### config.mk
export PLATFORM = sky130hd
export DESIGN_NAME = priority_task_scheduler_unit
export DESIGN_NICKNAME = d
export VERILOG_FILES = /design/src/rtl/core/ptsu_pkg.sv /design/src/rtl/core/ptsu_ram.sv /design/src/rtl/core/priority_task_scheduler_unit.sv
export SDC_FILE = /design/constraint.sdc
export NUM_CORES = 2
export LEC_CHECK = 0
export ABC_AREA = 1
export ABC_CLOCK_PERIOD_IN_PS = 7700
export BUFFER_PORTS_ARGS = -buffer_cell sky130_fd_sc_hd__buf_2
export CORE_ASPECT_RATIO = 1.75
export CORE_MARGIN = 2
export CORE_UTILIZATION = 30
export CTS_BUF_LIST = sky130_fd_sc_hd__clkbuf_16
export DETAILED_ROUTE_END_ITERATION = 12
export PLACE_DENSITY = 0.4
export SKIP_CTS_REPAIR_TIMING = 1
export SLEW_MARGIN = 15
export SYNTH_ARGS = -nofsm -noshare
export SYNTH_HDL_FRONTEND = slang
export SYNTH_SLANG_ARGS = --single-unit
### constraint.sdc
create_clock -name clk -period 7.7 [get_ports clk]
set_clock_uncertainty 0.2 [all_clocks]
set_input_delay 0.77 -clock clk [delete_from_list [all_inputs] [get_ports clk]]
set_output_delay 0.77 -clock clk [all_outputs]
set_load 0.01 [all_outputs]
### src/rtl/core/ptsu_pkg.sv
`timescale 1ns / 1ps
package ptsu_pkg;

  localparam int NUM_TASKS  = 16;
  localparam int NUM_LEVELS = 32;

  localparam int TASK_W  = $clog2(NUM_TASKS);
  localparam int LEVEL_W = $clog2(NUM_LEVELS);
  localparam int CNT_W   = $clog2(NUM_TASKS + 1);

  localparam logic [7:0] LOCK_MAX    = 8'd255;
  localparam logic [7:0] SLICE_RESET = 8'd10;

  localparam logic [2:0] CMD_MAKE_READY = 3'd0;
  localparam logic [2:0] CMD_UNREADY    = 3'd1;
  localparam logic [2:0] CMD_DELAY      = 3'd2;
  localparam logic [2:0] CMD_WAKEUP     = 3'd3;
  localparam logic [2:0] CMD_TICK       = 3'd4;
  localparam logic [2:0] CMD_LOCK       = 3'd5;
  localparam logic [2:0] CMD_UNLOCK     = 3'd6;
  localparam logic [2:0] CMD_SCHEDULE   = 3'd7;

  typedef struct packed {
    logic [2:0]  cmd;
    logic [3:0]  task_id;
    logic [4:0]  task_priority;
    logic [31:0] delay_ticks;
  } req_t;

  typedef struct packed {
    logic        switch_now;
    logic [3:0]  next_task;
    logic [4:0]  woke_count;
    logic [7:0]  lock_level;
    logic        bad_request;
  } rsp_t;

endpackage

### src/rtl/core/ptsu_ram.sv
`timescale 1ns / 1ps
module ptsu_ram #(
  parameter int W = 8,
  parameter int D = 16
) (
  input  logic                 clk,
  input  logic                 we,
  input  logic [$clog2(D)-1:0] waddr,
  input  logic [W-1:0]         wdata,
  input  logic [$clog2(D)-1:0] raddr,
  output logic [W-1:0]         rdata
);

  logic [W-1:0] mem [D];

  always_ff @(posedge clk) begin
    if (we) begin
      mem[waddr] <= wdata;
    end
    rdata <= mem[raddr];
  end

endmodule

### src/rtl/core/priority_task_scheduler_unit.sv
`timescale 1ns / 1ps
// Priority task scheduler: one command transaction in, one result transaction out. Per-task
// and per-level state (task level, ready links, delay counts, slices, level head, tail and
// count) lives in single-read-port RAMs, and a sequencer walks them. Requests stall while a
// command is in progress. Make_ready first unlinks a task that was already ready from its
// level, then pushes it at the level head; unready walks the level list to unlink the task.
// A repeated delay, and a wakeup, compact the delay order. A tick walks the delayed tasks,
// wakes those whose count reaches zero (unlinking one that was already ready, then pushing
// it at its level head), and rotates the running task's level, head to tail, when the slice
// runs out. The next command is accepted while a result still waits at the output register.
module priority_task_scheduler_unit (
  input  logic          clk,
  input  logic          rst,
  input  logic          req_valid,
  output logic          req_stall,
  input  ptsu_pkg::req_t req,
  output logic          rsp_valid,
  input  logic          rsp_stall,
  output ptsu_pkg::rsp_t rsp,
  input  logic          cfg_we,
  input  logic [7:0]    cfg_data
);

  localparam int TW = ptsu_pkg::TASK_W;
  localparam int LW = ptsu_pkg::LEVEL_W;
  localparam int CW = ptsu_pkg::CNT_W;
  localparam int NT = ptsu_pkg::NUM_TASKS;
  localparam int NL = ptsu_pkg::NUM_LEVELS;

  typedef enum logic [4:0] {
    ST_IDLE, ST_MR0, ST_MR1, ST_MR2, ST_UR0, ST_UR1, ST_DL0, ST_DR,
    ST_TK0, ST_TK1, ST_TKP, ST_SL0, ST_SL1, ST_RO0, ST_RO1, ST_RO2,
    ST_RM0, ST_RM1, ST_RMW, ST_RMW2, ST_RMDEC, ST_PH0, ST_PH1, ST_PT0,
    ST_PT1, ST_FIN0, ST_FIN1, ST_OUT
  } state_t;

  state_t st, rm_ret, ps_ret, acc_st;

  logic [7:0]    slice_reload;
  logic [NL-1:0] ready_bitmap;
  logic [NT-1:0] is_ready, delayed_mask, slc_vld;
  logic [TW-1:0] dly_order [NT];
  logic [CW-1:0] dly_num, i, k, j, cn, woke;
  logic [TW-1:0] running, tt, p, lt, tl, c_tid;
  logic [LW-1:0] lv, c_lv, enc;
  logic [31:0]   c_dly, tick_total;
  logic [7:0]    lock_depth;
  logic          sched, bad, app;
  logic          acc_bad, acc_sched;
  ptsu_pkg::rsp_t res;

  // ram ports
  logic          hd_we, tl_we, ct_we, lk_we, lv_we, dl_we, sl_we;
  logic [LW-1:0] hd_raddr, tl_raddr, ct_raddr;
  logic [LW-1:0] hd_waddr, tl_waddr, ct_waddr;
  logic [TW-1:0] lk_raddr, lv_raddr, dl_raddr, sl_raddr;
  logic [TW-1:0] lk_waddr, lv_waddr, dl_waddr, sl_waddr;
  logic [TW-1:0] hd_wdata, tl_wdata, lk_wdata;
  logic [TW-1:0] rd_head, rd_tail, rd_link;
  logic [CW-1:0] ct_wdata, rd_cnt;
  logic [LW-1:0] lv_wdata, rd_lev;
  logic [31:0]   dl_wdata, rd_dly;
  logic [7:0]    sl_wdata, rd_slc;

  logic [CW-1:0] cn0;
  logic [31:0]   dv;
  logic [7:0]    s1, reload_eff;
  logic [TW-1:0] nt, ord_i;
  logic          tid_bad, sched_sw;
  logic [LW-1:0] pri_sat;

  ptsu_ram #(.W(TW), .D(NL)) u_head (.clk(clk), .we(hd_we), .waddr(hd_waddr),
    .wdata(hd_wdata), .raddr(hd_raddr), .rdata(rd_head));
  ptsu_ram #(.W(TW), .D(NL)) u_tail (.clk(clk), .we(tl_we), .waddr(tl_waddr),
    .wdata(tl_wdata), .raddr(tl_raddr), .rdata(rd_tail));
  ptsu_ram #(.W(CW), .D(NL)) u_cnt (.clk(clk), .we(ct_we), .waddr(ct_waddr),
    .wdata(ct_wdata), .raddr(ct_raddr), .rdata(rd_cnt));
  ptsu_ram #(.W(TW), .D(NT)) u_link (.clk(clk), .we(lk_we), .waddr(lk_waddr),
    .wdata(lk_wdata), .raddr(lk_raddr), .rdata(rd_link));
  ptsu_ram #(.W(LW), .D(NT)) u_lev (.clk(clk), .we(lv_we), .waddr(lv_waddr),
    .wdata(lv_wdata), .raddr(lv_raddr), .rdata(rd_lev));
  ptsu_ram #(.W(32), .D(NT)) u_dly (.clk(clk), .we(dl_we), .waddr(dl_waddr),
    .wdata(dl_wdata), .raddr(dl_raddr), .rdata(rd_dly));
  ptsu_ram #(.W(8), .D(NT)) u_slc (.clk(clk), .we(sl_we), .waddr(sl_waddr),
    .wdata(sl_wdata), .raddr(sl_raddr), .rdata(rd_slc));

  assign req_stall  = (st != ST_IDLE);
  assign ord_i      = dly_order[i[TW-1:0]];
  assign cn0        = ready_bitmap[lv] ? rd_cnt : '0;
  assign dv         = rd_dly - 32'd1;
  assign s1         = (slc_vld[running] ? rd_slc : ptsu_pkg::SLICE_RESET) - 8'd1;
  assign reload_eff = (slice_reload == 8'd0) ? 8'd1 : slice_reload;
  assign nt         = (|ready_bitmap) ? rd_head : running;
  assign sched_sw   = sched && (lock_depth == 8'd0) && (|ready_bitmap) && (nt != running);
  assign tid_bad    = (req.cmd <= ptsu_pkg::CMD_WAKEUP) && (32'(req.task_id) >= NT);
  assign pri_sat    = (32'(req.task_priority) >= NL) ? LW'(NL - 1) : LW'(req.task_priority);

  // lowest-numbered ready level
  always_comb begin
    enc = '0;
    for (int l = NL - 1; l >= 0; l--) begin
      if (ready_bitmap[l]) begin
        enc = LW'(l);
      end
    end
  end

  // decode of an accepted command
  always_comb begin
    acc_st    = ST_FIN0;
    acc_bad   = tid_bad;
    acc_sched = 1'b0;
    if (!tid_bad) begin
      case (req.cmd)
        ptsu_pkg::CMD_MAKE_READY: begin
          acc_st = is_ready[TW'(req.task_id)] ? ST_MR0 : ST_MR2;
        end
        ptsu_pkg::CMD_UNREADY: begin
          if (is_ready[TW'(req.task_id)]) begin
            acc_st = ST_UR0;
          end else begin
            acc_bad = 1'b1;
          end
        end
        ptsu_pkg::CMD_DELAY: acc_st = ST_DL0;
        ptsu_pkg::CMD_WAKEUP: begin
          if (delayed_mask[TW'(req.task_id)]) begin
            acc_st = ST_DR;
          end else begin
            acc_bad = 1'b1;
          end
        end
        ptsu_pkg::CMD_TICK: acc_st = ST_TK0;
        ptsu_pkg::CMD_LOCK: ;
        ptsu_pkg::CMD_UNLOCK: acc_sched = (lock_depth == 8'd1);
        default: acc_sched = 1'b1;
      endcase
    end
  end

  // read addresses
  always_comb begin
    hd_raddr = (st == ST_FIN0) ? enc : lv;
    tl_raddr = lv;
    ct_raddr = lv;
    lk_raddr = (st == ST_RMW) ? p : tt;
    dl_raddr = ord_i;
    sl_raddr = running;
    case (st)
      ST_MR0, ST_UR0: lv_raddr = c_tid;
      ST_TK0:         lv_raddr = ord_i;
      default:        lv_raddr = running;
    endcase
  end

  // write ports
  always_comb begin
    hd_we = 1'b0; hd_waddr = lv; hd_wdata = tt;
    tl_we = 1'b0; tl_waddr = lv; tl_wdata = tt;
    ct_we = 1'b0; ct_waddr = lv; ct_wdata = cn0 + CW'(1);
    lk_we = 1'b0; lk_waddr = tt; lk_wdata = rd_head;
    lv_we = 1'b0; lv_waddr = c_tid; lv_wdata = c_lv;
    dl_we = 1'b0; dl_waddr = tt; dl_wdata = dv;
    sl_we = 1'b0; sl_waddr = running; sl_wdata = (s1 == 8'd0) ? reload_eff : s1;
    case (st)
      ST_RM1: begin
        if (rd_head == tt) begin
          hd_we    = 1'b1;
          hd_wdata = rd_link;
        end
      end
      ST_RMW2: begin
        if (rd_link == tt) begin
          lk_we    = 1'b1;
          lk_waddr = p;
          lk_wdata = lt;
          tl_we    = (tl == tt);
          tl_wdata = p;
        end
      end
      ST_RMDEC: begin
        ct_we    = 1'b1;
        ct_wdata = cn - CW'(1);
      end
      ST_PH1: begin
        lk_we = 1'b1;
        hd_we = 1'b1;
        tl_we = (cn0 == '0);
        ct_we = 1'b1;
      end
      ST_PT1: begin
        hd_we    = (cn0 == '0);
        lk_we    = (cn0 != '0);
        lk_waddr = rd_tail;
        lk_wdata = tt;
        tl_we    = 1'b1;
        ct_we    = 1'b1;
      end
      ST_MR2: lv_we = 1'b1;
      ST_DL0: begin
        dl_we    = 1'b1;
        dl_waddr = c_tid;
        dl_wdata = (c_dly == 32'd0) ? 32'd1 : c_dly;
      end
      ST_TK1: dl_we = 1'b1;
      ST_SL1: sl_we = 1'b1;
      default: ;
    endcase
  end

  always_ff @(posedge clk) begin
    if (rst) begin
      st           <= ST_IDLE;
      slice_reload <= ptsu_pkg::SLICE_RESET;
      ready_bitmap <= '0;
      is_ready     <= '0;
      delayed_mask <= '0;
      slc_vld      <= '0;
      dly_num      <= '0;
      running      <= '0;
      lock_depth   <= '0;
      tick_total   <= '0;
      rsp_valid    <= 1'b0;
    end else begin
      if (cfg_we) begin
        slice_reload <= cfg_data;
      end
      if (rsp_valid && !rsp_stall && (st != ST_OUT)) begin
        rsp_valid <= 1'b0;
      end
      case (st)
        ST_IDLE: begin
          if (req_valid) begin
            c_tid <= TW'(req.task_id);
            c_lv  <= pri_sat;
            c_dly <= req.delay_ticks;
            sched <= acc_sched;
            bad   <= acc_bad;
            woke  <= '0;
            i     <= '0;
            k     <= '0;
            app   <= 1'b0;
            st    <= acc_st;
            if (!tid_bad) begin
              case (req.cmd)
                ptsu_pkg::CMD_WAKEUP: delayed_mask[TW'(req.task_id)] <= 1'b0;
                ptsu_pkg::CMD_LOCK: begin
                  if (lock_depth != ptsu_pkg::LOCK_MAX) begin
                    lock_depth <= lock_depth + 8'd1;
                  end
                end
                ptsu_pkg::CMD_UNLOCK: begin
                  if (lock_depth != 8'd0) begin
                    lock_depth <= lock_depth - 8'd1;
                  end
                end
                default: ;
              endcase
            end
          end
        end
        ST_MR0: st <= ST_MR1;
        ST_MR1: begin
          lv     <= rd_lev;
          tt     <= c_tid;
          rm_ret <= ST_MR2;
          st     <= ST_RM0;
        end
        ST_MR2: begin
          lv              <= c_lv;
          tt              <= c_tid;
          is_ready[c_tid] <= 1'b1;
          ps_ret          <= ST_FIN0;
          st              <= ST_PH0;
        end
        ST_UR0: st <= ST_UR1;
        ST_UR1: begin
          lv              <= rd_lev;
          tt              <= c_tid;
          is_ready[c_tid] <= 1'b0;
          rm_ret          <= ST_FIN0;
          st              <= ST_RM0;
        end
        ST_DL0: begin
          delayed_mask[c_tid] <= 1'b1;
          if (delayed_mask[c_tid]) begin
            app <= 1'b1;
            st  <= ST_DR;
          end else begin
            dly_order[dly_num[TW-1:0]] <= c_tid;
            dly_num                    <= dly_num + CW'(1);
            st                         <= ST_FIN0;
          end
        end
        // compact the delay order, dropping c_tid (and appending it again for a repeated delay)
        ST_DR: begin
          if (i == dly_num) begin
            dly_num <= k + CW'(app);
            if (app) begin
              dly_order[k[TW-1:0]] <= c_tid;
            end
            st <= ST_FIN0;
          end else begin
            if (ord_i != c_tid) begin
              dly_order[k[TW-1:0]] <= ord_i;
              k <= k + CW'(1);
            end
            i <= i + CW'(1);
          end
        end
        ST_TK0: begin
          if (i == dly_num) begin
            dly_num <= k;
            st      <= ST_SL0;
          end else begin
            tt <= ord_i;
            st <= ST_TK1;
          end
        end
        ST_TK1: begin
          i <= i + CW'(1);
          if (dv == 32'd0) begin
            delayed_mask[tt] <= 1'b0;
            woke             <= woke + CW'(1);
            lv               <= rd_lev;
            rm_ret           <= ST_TKP;
            st               <= is_ready[tt] ? ST_RM0 : ST_TKP;
          end else begin
            dly_order[k[TW-1:0]] <= tt;
            k  <= k + CW'(1);
            st <= ST_TK0;
          end
        end
        ST_TKP: begin
          is_ready[tt] <= 1'b1;
          ps_ret       <= ST_TK0;
          st           <= ST_PH0;
        end
        ST_SL0: st <= ST_SL1;
        ST_SL1: begin
          slc_vld[running] <= 1'b1;
          tick_total       <= tick_total + 32'd1;
          sched            <= 1'b1;
          lv               <= rd_lev;
          st <= ((s1 == 8'd0) && ready_bitmap[rd_lev]) ? ST_RO0 : ST_FIN0;
        end
        ST_RO0: st <= ST_RO1;
        ST_RO1: begin
          tt     <= rd_head;
          rm_ret <= ST_RO2;
          st     <= ST_RM0;
        end
        ST_RO2: begin
          ps_ret <= ST_FIN0;
          st     <= ST_PT0;
        end
        // unlink tt from level lv
        ST_RM0: st <= ready_bitmap[lv] ? ST_RM1 : rm_ret;
        ST_RM1: begin
          cn <= rd_cnt;
          tl <= rd_tail;
          lt <= rd_link;
          p  <= rd_head;
          j  <= CW'(1);
          st <= (rd_head == tt) ? ST_RMDEC : ST_RMW;
        end
        ST_RMW: st <= (j >= cn) ? rm_ret : ST_RMW2;
        ST_RMW2: begin
          if (rd_link == tt) begin
            st <= ST_RMDEC;
          end else begin
            p  <= rd_link;
            j  <= j + CW'(1);
            st <= ST_RMW;
          end
        end
        ST_RMDEC: begin
          if (cn == CW'(1)) begin
            ready_bitmap[lv] <= 1'b0;
          end
          st <= rm_ret;
        end
        ST_PH0: st <= ST_PH1;
        ST_PH1: begin
          ready_bitmap[lv] <= 1'b1;
          st               <= ps_ret;
        end
        ST_PT0: st <= ST_PT1;
        ST_PT1: begin
          ready_bitmap[lv] <= 1'b1;
          st               <= ps_ret;
        end
        ST_FIN0: st <= ST_FIN1;
        ST_FIN1: begin
          if (sched_sw) begin
            running <= nt;
          end
          res.switch_now  <= sched_sw;
          res.next_task   <= 4'(nt);
          res.woke_count  <= 5'(woke);
          res.lock_level  <= lock_depth;
          res.bad_request <= bad;
          st              <= ST_OUT;
        end
        ST_OUT: begin
          if (!rsp_valid || !rsp_stall) begin
            rsp       <= res;
            rsp_valid <= 1'b1;
            st        <= ST_IDLE;
          end
        end
        default: st <= ST_IDLE;
      endcase
    end
  end

`ifndef SYNTHESIS
  a_bitmap_ready: assert property (@(posedge clk) disable iff (rst)
    (st == ST_IDLE) |-> ((ready_bitmap == '0) == (is_ready == '0)))
    else $error("ready bitmap and ready flags disagree");
  a_delay_count: assert property (@(posedge clk) disable iff (rst)
    (st == ST_IDLE) |-> (32'($countones(delayed_mask)) == 32'(dly_num)))
    else $error("delay order length and delayed set disagree");
  a_switch_unlocked: assert property (@(posedge clk) disable iff (rst)
    (rsp_valid && rsp.switch_now) |-> (rsp.lock_level == 8'd0))
    else $error("switch reported while locked");
`endif

endmodule
Word-level counts from Yosys, hierarchy flattened
Memory sizes are Yosys's and may differ from the RTL's. A register that Yosys moved wholly into a read port is not among the register bits. Cells that the tools add are included. W data, S select, Z words.

Flip-flop bits (word level): 249. RAM bits: 1264. Bits of input ports: 57. Output and inout bits: 21. Logic and storage cells: 402. Memories kept: 8.

Memories: u_dly.mem (words 16, width 32, rd ports 1, clocked after Yosys merged registers in 1, wr ports 1, line ptsu_ram.sv:14) `logic [W-1:0] mem [D];`; u_cnt.mem (words 32, width 5, rd ports 1, clocked after Yosys merged registers in 1, wr ports 1, line ptsu_ram.sv:14); u_head.mem (words 32, width 4, rd ports 1, clocked after Yosys merged registers in 1, wr ports 1, line ptsu_ram.sv:14); u_slc.mem (words 16, width 8, rd ports 1, clocked after Yosys merged registers in 1, wr ports 1, line ptsu_ram.sv:14); u_tail.mem (words 32, width 4, rd ports 1, clocked after Yosys merged registers in 1, wr ports 1, line ptsu_ram.sv:14); u_lev.mem (words 16, width 5, rd ports 1, clocked after Yosys merged registers in 1, wr ports 1, line ptsu_ram.sv:14); 2 more memories.

$add $sub $neg: 12. Magnitude comparators: 12. Equal/unequal tests: 59. Mux-type cells: 186. Bitwise gates (word level): 16. Reduce and logical (&&, ||, !) cells: 71.

Operators by type and width (number): $mux W5 (58); $pmux W5 S24 (1); $mux W32 (3); $pmux W16 S3 (2); $logic_not A32 Y1 (2); $or A16 B16 Y16 (4); $pmux W32 S2 (1); $eq A5 B5 Y1 const B (12); $mux W1 (60); $mux W4 (15); $pmux W5 S3 (4); $and A16 B16 Y16 (3); $mux W16 (3); $not A16 Y16 (3); $eq A5 B4 Y1 const B (8); $mux W8 (5); $and A32 B32 Y32 (1); $not A32 Y32 (1); $or A32 B32 Y32 (1); $pmux W4 S2 (4); $reduce_or A32 Y1 (1); $sub A32 B1 Y32 const B (1); $add A5 B1 Y5 const B (6); $ne A2 B2 Y1 const B (15); other kinds (57) (142).

Longest topological paths before layout
Word-level depth: 33. Depth in mapped cells: 42. Depth with buffers taken out: 41.

Hierarchy
A second synthesis with hierarchy kept.

Cells, all modules: 7072. Area total of the unflattened synthesis: 70614.0 um^2.

Modules (own cells, without submodules): ptsu_ram at u_dly (times used 1, cells each 2120, area an instance 22730.6 um^2, seq. area each 16015.4 um^2); priority_task_scheduler_unit (times used 1, cells each 2189, area an instance 17669.4 um^2, seq. area each 8247.9 um^2); ptsu_ram at u_head ... (times used 2, cells each 486, area an instance 5496.5 um^2, seq. area each 3923.8 um^2); ptsu_ram at u_cnt (times used 1, cells each 595, area an instance 6796.5 um^2, seq. area each 4904.7 um^2); ptsu_ram at u_slc (times used 1, cells each 551, area an instance 5766.8 um^2, seq. area each 4003.8 um^2); ptsu_ram at u_lev (times used 1, cells each 355, area an instance 3691.0 um^2, seq. area each 2502.4 um^2); ptsu_ram at u_link (times used 1, cells each 290, area an instance 2966.6 um^2, seq. area each 2001.9 um^2).

Least setup slack after synthesis
Ideal clock, no wire load.

Path type: flip-flop to flip-flop. Start: register u_dly.rdata[0] (read register of u_dly.mem). End: memory dly_order[14][0] (netlist bit), enable pin. Setup time: 0.329 ns. Data arrival time: 3.320 ns. Data required time: 7.171 ns. Slack: 3.851 ns. Stages on the path, launching flop included: 23. Buffers on the path: 0. Period minus slack after synthesis: 3.849 ns. Cells stage by stage: dfxtp_1 inv_1 ha_1 nand2_2 nor3_4 nand3b_2 nor3_4 nand2_1 or3b_1 nor2_1 nand4_1 xnor2_1 nor4_1 nand4_1 nand2_2 inv_4 nand2_8 nand2_8 nand2_2 o21ai_4 inv_2 nand3_2 nor2_1.

Longest elaborated chain between the ends: 9. Elaborated cells between the ends (all ways): 10. Those cells by class: 1 x add/sub; 6 x mux; 1 x bitwise; 2 x reduce/logical.

RTL lines: start: declaration (line ptsu_ram.sv:11) `output logic [W-1:0] rdata`; $sub A32 B1 Y32 (*) (line priority_task_scheduler_unit.sv:90) `assign dv = rd_dly - 32'd1;`; $logic_not A32 Y1 (*) (line priority_task_scheduler_unit.sv:322) `if (dv == 32'd0) begin`; $mux W1 (*) (line priority_task_scheduler_unit.sv:322); $mux W1 (*) (line priority_task_scheduler_unit.sv:231) `case (st)`; $mux W1 (*) (line priority_task_scheduler_unit.sv:212) `if (rst) begin`; $mux W1 (not written as such) (*) (line priority_task_scheduler_unit.sv:329) `dly_order[k[TW-1:0]] <= tt;`; $or A1 B1 Y1 (no line) (*); $reduce_or A4 Y1 (no line); $mux W4 (no line) or $mux W1 (tied branches); end: declaration (line priority_task_scheduler_unit.sv:42) `logic [TW-1:0] dly_order [NT];`.

Mark *: on every way between the ends. The rest lies on a longest branch, timed or not.

Final worst setup path
Start: register u_dly.rdata[0] (read register of u_dly.mem). End: memory dly_order[13][2] (netlist bit), enable pin.

The elaborated chain is that of the path after synthesis.

==> results.json <==
{
  "outcome": "completed",
  "async_flop_share_pct": 0,
  "syn2layout_area_growth_pct": 15.25,
  "rsz0062_at_grt": "no",
  "die_y_um": 623.7,
  "nFillCells": 21560,
  "stdcell_count": 8734,
  "post_synth.cell_area_avg_sq_um": 11.72,
  "tightest_slew_ns": 1.360,
  "seq_area_frac_synth_pct": 69.15,
  "vias_per_cell": 5.039,
  "cts.sinks": 1575,
  "syn_inst": 5616,
  "tritoncts": "yes",
  "ys_top_cells_by_area": "edfxtp_1 64%, dfxtp_1 5.4%, nor2_1 4.1%",
  "grt_max_degree": 153,
  "avgRoutedWirePerCell_um": 25.24,
  "hold_violations": 0,
  "drv_cap": 0,
  "yosys-top-cells-count": "1,398 x edfxtp_1, 711 x nor2_1, 595 x nand2_1, 490 x inv_1, 478 x o21ai_0",
  "power_density_nw_per_um2": 363.5,
  "cts-root-buf": "clkbuf_16",
  "cts_inserted_buffers": 168,
  "clk_pin_slew_ns": 0.06,
  "first_global_vias": 45420,
  "required_ns": 7.97,
  "die_x_um": 358.1,
  "drc": 0,
  "vias": 44010,
  "finalSetupViolations": 0,
  "cts_buffer_depth": 4,
  "coreArea_sq_um": 218400,
  "insertion_delay_ns": 0.87,
  "cp_max_fo": 10,
  "synthFlopType": "edfxtp_1",
  "slew_headroom_pct": 8.402,
  "start_kind": "flip-flop",
  "synth_top_area_share_pct": 63.77,
  "power_mw": 27.58,
  "port_buffers": 77,
  "synthAdderAreaFrac_pct": 0.4561,
  "wl_um": 220400,
  "gp_congestion": 0.8949,
  "worst_hold_slack_ns": 0.01454,
  "maxSlewViolCount": 0,
  "drive_above_1_share_pct": 9.426,
  "dp_cells": 8388,
  "syn_nets": 5697,
  "synth_top_family_by_area": "compound AO/OA/AOI/OAI gates",
  "grt_use_total_pct": 19.46,
  "dr.pass1.iters": 6,
  "dieArea_sq_um": 223400,
  "htreeDepth": 4,
  "synth-edff-count": 1398,
  "fmax_ghz": 0.1977,
  "ys_types": 70,
  "synth_seq_cells": 1575,
  "overflow": 0,
  "synth-xor-area-share_pct": 0.7317,
  "ant_nets": 0,
  "end_kind": "flip-flop",
  "p_leak_nw": 25.99,
  "dr.first_iter.drc_count": 3107,
  "synth.mux.area_fraction_pct": 1.251,
  "period_share_pct": 65.70,
  "num_rows": 227,
  "synthesis.area_sq_um": 65830,
  "synth-simple-area-share_pct": 11.27,
  "yosysWarnings": 0,
  "peakVddDrop_uv": 867.0,
  "design.portCount": 78,
  "yosysMostFrequentCell": "edfxtp_1",
  "initial_core_util_pct": 30.14,
  "synth_top_cell_by_area": "edfxtp_1",
  "synth_compound_area_share_pct": 12.55,
  "min_path_type": "input pin to flip-flop",
  "dpl.hpwl_um": 147100,
  "period_minus_slack_ns": 5.059,
  "antenna_found_initial": 7,
  "finalSetupTns_ns": 0,
  "final_nets": 5824,
  "cp.arrival_ns": 5.32,
  "grt_pass1_wl_um": 316700,
  "worstSetupPathType": "flip-flop to flip-flop"
}
## cell families (layout without fill, tap and decap cells)
| kind of cell | after synthesis | in the layout |
|---|---|---|
| adder cells (fa/ha/maj) | 24 | 24 |
| XOR/XNOR | 55 | 55 |
| AND/OR/NAND/NOR | 1744 | 1744 |
| AO/OA/AOI/OAI | 1336 | 1336 |
| other | 0 | 5 |
| flip-flops | 1575 | 1575 |
| multiplexers | 82 | 82 |
| buffers and inverters | 800 | 1051 |
## placed cells by master, fill, tap and decap left out, drive strengths merged, types with 47 or more instances in the layout
cell type    count
edfxtp        1398
o221ai          91
dfxtp          177
o211ai          82
a21oi          282
nor2           714
a22oi          239
dlygate4sd3     47
o21ai          488
buf            200
clkinv          76
inv            531
clkbuf         173
nand3          230
nand2          606
mux2i           80
o22ai           61
nor3            83
## metrics by stage
stage / utilization, % / setup WS, ns / area [sq um]
floorplan: - / 3.851 / 65830
global placement: 32.04 / 2.606 / 69970
detailed placement: 32.04 / 2.579 / 69970
CTS: 34.51 / 2.534 / 75370
global route: 34.74 / 2.210 / 75870
finish: 34.74 / 2.641 / 75870
## final cells by class
type | instances | area [sq um] | share of cell area [%]
inverters | 510 | 1931 | 2.545
diodes | 5 | 12.51 | 0.01649
multi-input cells | 3241 | 17590 | 23.19
clock buffers | 173 | 4329 | 5.706
flip-flops and latches | 1575 | 45520 | 60.00
clock inverters | 121 | 1071 | 1.412
repair buffers | 247 | 1829 | 2.411
well taps | 2862 | 3581 | 4.720
## routing by layer
metal  vias to the layer above  global-route usage (%)  share of wire, %
li1                      20610                       -                 -
met2                       948                   38.15                56
met5                         -                       0                 0
met4                         0                   9.337               5.3
met1                     22000                   20.09                35
met3                       452                   2.183               3.1
## sequential cells by signal (all words and copies together) (netlist names), 8 cells and up, named ones only
register / cells
c_dly: 32
delayed_mask: 16
dly_order: 64
is_ready: 16
lock_depth: 8
res: 19
rsp: 19
slc_vld: 16
slice_reload: 8
u_cnt.mem: 160
u_dly.mem: 512
u_dly.rdata: 32
u_head.mem: 128
u_lev.mem: 80
u_link.mem: 64
u_slc.mem: 128
u_slc.rdata: 8
u_tail.mem: 128
## where the power goes
| part | internal, mW | switching, mW |
|---|---|---|
| sequential | 10.3 | 0.506 |
| clock | 4.70 | 3.45 |
| combinational | 2.33 | 6.25 |
## critical path, stage by stage (launching register included)
cell and delay [ns]:
dfxtp_1 0.35, inv_1 0.08, ha_1 0.20, nand2_2 0.10
nor3_4 0.20, nand3b_2 0.15, nor3_4 0.19, nand2_1 0.20
nand2_1 0.10, nand2_1 0.06, nor4_1 0.22, nor4b_1 0.79
nand4_1 0.53, nand2_2 0.24, inv_4 0.09, nand2_8 0.11
nand2_8 0.10, o21ai_4 0.19, nand3_2 0.20, nor2_1 0.36
## final timing paths
kind | start | to | slack [ns] | cells after the start
hold reg to reg | res[6] | rsp[6] | 0.22 | 0
hold / removal | cfg_data[2] | slice_reload[2] | 0.01 | 3
setup reg to reg | u_dly.rdata[0] | dly_order[13][2] | 2.64 | 19
setup / recovery | u_dly.rdata[0] | dly_order[13][2] | 2.64 | 19
Note: power is estimated with default switching activity, not from simulation.
